## src/rtl/abkf_pkg.sv

```systemverilog
// Package: shared types, constants and arithmetic helpers for the angle/bias Kalman filter.
`default_nettype none
package abkf_pkg;

    localparam int unsigned DATA_W = 32;
    localparam int unsigned REG_W  = 31;
    localparam int unsigned DT_W   = 25;
    localparam int unsigned FRAC_W = 24;

    localparam logic [REG_W-1:0] ANGLE_NOISE_RESET   = 31'd16777;
    localparam logic [REG_W-1:0] BIAS_NOISE_RESET    = 31'd50332;
    localparam logic [REG_W-1:0] MEASURE_NOISE_RESET = 31'd5033165;
    localparam logic signed [DATA_W-1:0] Q_ONE       = 32'sd16777216;

    localparam logic [1:0] CFG_ANGLE_NOISE   = 2'd0;
    localparam logic [1:0] CFG_BIAS_NOISE    = 2'd1;
    localparam logic [1:0] CFG_MEASURE_NOISE = 2'd2;

    localparam logic OP_PREDICT = 1'b0;
    localparam logic OP_UPDATE  = 1'b1;

    // multiplier operand select
    localparam logic [2:0] MA_DT     = 3'd0;
    localparam logic [2:0] MA_DT2    = 3'd1;
    localparam logic [2:0] MA_K0     = 3'd2;
    localparam logic [2:0] MA_K1     = 3'd3;
    localparam logic [2:0] MA_AA     = 3'd4;
    localparam logic [2:0] MA_AB     = 3'd5;

    localparam logic [2:0] MB_BA     = 3'd0;
    localparam logic [2:0] MB_AB     = 3'd1;
    localparam logic [2:0] MB_BB     = 3'd2;
    localparam logic [2:0] MB_DT     = 3'd3;
    localparam logic [2:0] MB_RATE   = 3'd4;
    localparam logic [2:0] MB_Y      = 3'd5;
    localparam logic [2:0] MB_OM     = 3'd6;
    localparam logic [2:0] MB_AAOLD  = 3'd7;

    // product destinations
    localparam logic [3:0] PD_TBA  = 4'd0;
    localparam logic [3:0] PD_TAB  = 4'd1;
    localparam logic [3:0] PD_DT2  = 4'd2;
    localparam logic [3:0] PD_TBB  = 4'd3;
    localparam logic [3:0] PD_DBB  = 4'd4;
    localparam logic [3:0] PD_TA   = 4'd5;
    localparam logic [3:0] PD_KY0  = 4'd6;
    localparam logic [3:0] PD_KY1  = 4'd7;
    localparam logic [3:0] PD_NAA  = 4'd8;
    localparam logic [3:0] PD_NAB  = 4'd9;
    localparam logic [3:0] PD_KAA  = 4'd10;
    localparam logic [3:0] PD_KAB  = 4'd11;

    typedef struct packed {
        logic       load;
        logic       mul_go;
        logic [2:0] mul_a;
        logic [2:0] mul_b;
        logic [3:0] mul_dst;
        logic       prep_upd;
        logic       div_go;
        logic       div_sel;
        logic       commit_pred;
        logic       commit_upd;
    } abkf_cmd_t;

    typedef struct packed {
        logic div_done;
        logic op;
    } abkf_sts_t;

    function automatic logic signed [DATA_W-1:0] sat32(input logic signed [65:0] v);
        if (v > 66'sd2147483647) begin
            return 32'sh7fffffff;
        end else if (v < -66'sd2147483648) begin
            return 32'sh80000000;
        end
        return v[DATA_W-1:0];
    endfunction

endpackage
`default_nettype wire

```

## src/rtl/abkf_ctrl.sv

```systemverilog
// Controller: sequences the multiplies, divides and commits of one predict or update word.
`default_nettype none
module abkf_ctrl (
    input  wire logic                   aclk,
    input  wire logic                   aresetn,
    input  wire logic                   in_fire,
    input  wire logic                   out_free,
    input  wire abkf_pkg::abkf_sts_t    sts,
    output abkf_pkg::abkf_cmd_t         cmd,
    output logic                        busy,
    output logic                        result_go
);
    import abkf_pkg::*;

    localparam logic [3:0] ST_IDLE  = 4'd0;
    localparam logic [3:0] ST_PMUL  = 4'd1;
    localparam logic [3:0] ST_PCOM  = 4'd2;
    localparam logic [3:0] ST_UPREP = 4'd3;
    localparam logic [3:0] ST_DIV0  = 4'd4;
    localparam logic [3:0] ST_W0    = 4'd5;
    localparam logic [3:0] ST_DIV1  = 4'd6;
    localparam logic [3:0] ST_W1    = 4'd7;
    localparam logic [3:0] ST_UMUL  = 4'd8;
    localparam logic [3:0] ST_UCOM  = 4'd9;
    localparam logic [3:0] ST_OUT   = 4'd10;

    logic [3:0] state_reg, state_next;
    logic [2:0] step_reg, step_next;

    always_comb begin
        state_next = state_reg;
        step_next  = step_reg;
        cmd        = '0;
        result_go  = 1'b0;
        case (state_reg)
            ST_IDLE: begin
                if (in_fire) begin
                    cmd.load   = 1'b1;
                    step_next  = '0;
                    state_next = ST_PMUL;
                end
            end
            ST_PMUL: begin
                if (sts.op == OP_UPDATE) begin
                    state_next = ST_UPREP;
                end else begin
                    cmd.mul_go = 1'b1;
                    step_next  = step_reg + 1'b1;
                    case (step_reg)
                        3'd0: begin cmd.mul_a = MA_DT; cmd.mul_b = MB_BA; cmd.mul_dst = PD_TBA; end
                        3'd1: begin cmd.mul_a = MA_DT; cmd.mul_b = MB_AB; cmd.mul_dst = PD_TAB; end
                        3'd2: begin cmd.mul_a = MA_DT; cmd.mul_b = MB_DT; cmd.mul_dst = PD_DT2; end
                        3'd3: begin cmd.mul_a = MA_DT; cmd.mul_b = MB_BB; cmd.mul_dst = PD_DBB; end
                        3'd4: begin cmd.mul_a = MA_DT; cmd.mul_b = MB_RATE; cmd.mul_dst = PD_TA; end
                        3'd5: begin cmd.mul_a = MA_DT2; cmd.mul_b = MB_BB; cmd.mul_dst = PD_TBB;
                              state_next = ST_PCOM; end
                        default: cmd.mul_go = 1'b0;
                    endcase
                end
            end
            ST_PCOM: begin
                step_next = step_reg + 1'b1;
                if (step_reg == 3'd7) begin
                    cmd.commit_pred = 1'b1;
                    state_next      = ST_OUT;
                end
            end
            ST_UPREP: begin
                cmd.prep_upd = 1'b1;
                state_next   = ST_DIV0;
            end
            ST_DIV0: begin
                cmd.div_go = 1'b1;
                state_next = ST_W0;
            end
            ST_W0: begin
                if (sts.div_done) begin
                    state_next = ST_DIV1;
                end
            end
            ST_DIV1: begin
                cmd.div_go  = 1'b1;
                cmd.div_sel = 1'b1;
                state_next  = ST_W1;
            end
            ST_W1: begin
                cmd.div_sel = 1'b1;
                if (sts.div_done) begin
                    step_next  = '0;
                    state_next = ST_UMUL;
                end
            end
            ST_UMUL: begin
                cmd.mul_go = 1'b1;
                step_next  = step_reg + 1'b1;
                case (step_reg)
                    3'd0: begin cmd.mul_a = MA_K0; cmd.mul_b = MB_Y; cmd.mul_dst = PD_KY0; end
                    3'd1: begin cmd.mul_a = MA_K1; cmd.mul_b = MB_Y; cmd.mul_dst = PD_KY1; end
                    3'd2: begin cmd.mul_a = MA_AA; cmd.mul_b = MB_OM; cmd.mul_dst = PD_NAA; end
                    3'd3: begin cmd.mul_a = MA_AB; cmd.mul_b = MB_OM; cmd.mul_dst = PD_NAB; end
                    3'd4: begin cmd.mul_a = MA_K1; cmd.mul_b = MB_AAOLD; cmd.mul_dst = PD_KAA; end
                    3'd5: begin cmd.mul_a = MA_K1; cmd.mul_b = MB_AB; cmd.mul_dst = PD_KAB;
                          state_next = ST_UCOM; end
                    default: cmd.mul_go = 1'b0;
                endcase
            end
            ST_UCOM: begin
                step_next = step_reg + 1'b1;
                if (step_reg == 3'd7) begin
                    cmd.commit_upd = 1'b1;
                    state_next     = ST_OUT;
                end
            end
            ST_OUT: begin
                if (out_free) begin
                    result_go  = 1'b1;
                    state_next = ST_IDLE;
                end
            end
            default: state_next = ST_IDLE;
        endcase
    end

    always_ff @(posedge aclk) begin
        if (!aresetn) begin
            state_reg <= ST_IDLE;
            step_reg  <= '0;
        end else begin
            state_reg <= state_next;
            step_reg  <= step_next;
        end
    end

    assign busy = (state_reg != ST_IDLE);
endmodule
`default_nettype wire

```

## config.mk

```make
export PLATFORM = sky130hd
export DESIGN_NAME = abkf_ctrl
export DESIGN_NICKNAME = d
export VERILOG_FILES = /design/src/rtl/abkf_pkg.sv /design/src/rtl/abkf_ctrl.sv
export SDC_FILE = /design/constraint.sdc
export NUM_CORES = 1
export LEC_CHECK = 0
export BUFFER_PORTS_ARGS = -buffer_cell sky130_fd_sc_hd__buf_4
export CAP_MARGIN = 10
export CORE_MARGIN = 2
export CORE_UTILIZATION = 55
export DETAILED_ROUTE_END_ITERATION = 6
export GPL_ROUTABILITY_DRIVEN = 0
export GPL_TIMING_DRIVEN = 0
export PLACE_DENSITY_LB_ADDON = 0.05
export SLEW_MARGIN = 20
export SYNTH_ARGS = -nofsm -noshare
export SYNTH_HDL_FRONTEND = slang
export SYNTH_SLANG_ARGS = --single-unit
export TNS_END_PERCENT = 100
```

## constraint.sdc

```tcl
create_clock -name aclk -period 4.3 [get_ports aclk]
set_input_delay 0.215 -clock aclk [delete_from_list [all_inputs] [get_ports aclk]]
set_output_delay 0.215 -clock aclk [all_outputs]
set_load 0.02 [all_outputs]
```

==> reports/metrics.cfg <==
[pwr]
p_per_area_nw_per_um2=451.9
seq_power_share=0.194
p_sw_uw=260.9
p_comb_frac=0.695
pwr-share-clk=0.112
vdd_ir_drop_max_uv=349.2
p_sw_frac=0.4883
p_int_uw=273.4
leakage_uw=0.0005361

[clocking]
post_cts_buffers=0
cts.sinks=7
ctsResizeCount=0
tritoncts=yes
cts_made_buffers=3
clk_path_buf_depth=2
clk_latency_ns=0.25
cts_root_buf=clkbuf_4
h-tree-depth=1
postCtsHoldBufs=0
clkTransAtPathRegs_ns=0.05

[timing]
hold_violations=0
clock_skew_ns=0.002273
rsz0062_at_grt=false
maxSlewViolCount=0
max_slew_margin=0.6838
max_freq_mhz=412.8
finalCritPeriodShare=0.5634
setup_viol=0
timing.setup.tns_ns=0
max_slew.worst_pin.slew_ns=0.4722
hold_slack_ns=0.1805
period_minus_slack_ns=2.423

[cells_and_area]
num-fill-cells=143
final_common_cell=buf_4
drive_gt1_frac=0.2727
mostFrequentLayoutCells=buf_4 (29), nor2_1 (11), inv_1 (11)
finalNonFillerCells=171
largest_reg_flops=4
syn_to_final_growth_pct=23.85
fin_nets=167
antenna_cells=0
seq_area_sq_um=140.1
multi_input_area_sq_um=713.2

[floorplanning]
core_sq_um=1670
num_rows=15
die_w_um=45.66
start_util=0.5715
die_y_um=45.66
io_pins=25
die_area_sq_um=2085

[synth]
synthDistinctLibCells=48
synth-seq-cells=7
ys_seq_area_frac=0.1468
syn_area_sq_um=954.7
ys_warn_count=0
synth_edf_count=0
syn_avg_cell_area_sq_um=7.577
synth_ff_type=dfxtp_1
synth_fp_nets=138
async_flop_share=0
syn_inst=126

[routing]
drc=0
drtIter0Drc=60
first_pass_iters=4
ant_nets=0
finalWirelength_um=2399
vias=1035
viasPerCell=6.053
wire_per_inst_um=14.03

[critical_path]
critPathSlowestCell=dfxtp_1
max_stage_delay_ns=0.38
crit_arrival_ns=2.21
critPathBufInv=3
crit_chain=clkbuf_1 > inv_1 > ha_1 > nor2_1 > nand3b_1 > and4_1 > buf_4
cp_max_fo=10
crit_required_ns=4.09
crit_path_end_kind=output port
critPathLaunchType=register
crit_family=buffers and inverters
path_class=reg -> out

[global_routing]
grt_max_degree=11
antenna_found_initial=0
grt_pass1_vias=893
grt_pass1_wl_um=3843
grt_usage=0.2494
grt-ovfl-total=0

[placement]
place_inst=167
io_buffers=24
dp_hpwl_um=1898

[run_status]
status=completed

[job]
cap_violations=0

[min_path]
hold_class=in -> reg

==> cell families (layout without fill, tap and decap cells) <==
group / count (synthesis) / in the layout / share of synthesized area
buf+inv: 20 / 48 / 0.1062
mux: 1 / 1 / 0.01049
fa+ha+maj: 6 / 6 / 0.07863
xor+xnor: 1 / 1 / 0.009176
compound gates: 42 / 42 / 0.3015
simple gates: 49 / 49 / 0.3473
flops: 7 / 7 / 0.1468
==> layout make-up <==
type / instances / share of cell area
sequential: 7 / 0.1185
timing repair buffer: 24 / 0.1524
buffer: 9 / 0.05079
inverter: 11 / 0.03492
multi-input combinational: 99 / 0.6032
clock buffer: 4 / 0.02222
tap: 17 / 0.01799
==> Yosys cell counts (3+ instances only) <==
| cell type | n | area [sq um] |
|---|---|---|
| inv_1 | 11 | 41.29 |
| o21ai_0 | 10 | 50.05 |
| nor2_1 | 11 | 41.29 |
| clkbuf_1 | 3 | 11.26 |
| a21oi_1 | 10 | 50.05 |
| nand3b_1 | 3 | 22.52 |
| nor2b_1 | 4 | 25.02 |
| ha_1 | 6 | 75.07 |
| o22ai_1 | 5 | 31.28 |
| nand2_1 | 7 | 26.28 |
| dfxtp_1 | 7 | 140.1 |
| a22oi_1 | 3 | 22.52 |
| buf_4 | 5 | 37.54 |
==> path summary, 6_finish.rpt <==
check | depth (start not counted) | end | startpoint | slack [ns]
worst min-delay path | 2 | state_reg[2]$_SDFFE_PN0P_ | aresetn | 0.18
worst max-delay path | 7 | cmd[7] | step_reg[2]$_SDFFE_PN0P_ | 1.88
worst min register to register | 2 | step_reg[1]$_SDFFE_PN0P_ | step_reg[1]$_SDFFE_PN0P_ | 0.53
worst max register to register | 5 | step_reg[2]$_SDFFE_PN0P_ | step_reg[2]$_SDFFE_PN0P_ | 2.30
==> power by group through the flow <==
| stage | combinational (uW) | sequential (uW) | clock (uW) |
|---|---|---|---|
| after detailed placement | 368 | 104 | 0 |
| after floorplan | 285 | 96.0 | 0 |
| after CTS | 369 | 102 | 62.7 |
| final | 371 | 103 | 59.7 |
| after global routing | 406 | 106 | 66.8 |
| after global placement | 360 | 102 | 0 |
==> stage by stage <==
stage	area [sq um]	util	worst slack [ns]	total power (uW)
2_1_floorplan	954.7	-	2.424	380.5
3_3_place_gp	1156	0.6921	2.237	462.2
3_5_place_dp	1156	0.6921	2.212	471.8
4_1_cts	1182	0.7079	1.912	534.5
5_1_grt	1182	0.7079	1.742	578.9
6_report	1182	0.7079	1.877	534.4
==> metal layers <==
| metal | share of wire | track usage | wire length, um |
|---|---|---|---|
| met5 | 0 | 0 | 0 |
| met4 | 0.013 | 0.1176 | 30 |
| met3 | 0.073 | 0.03571 | 175 |
| met2 | 0.48 | 0.3972 | 1153 |
| met1 | 0.43 | 0.3270 | 1039 |
(Power assumes the default switching activity.)
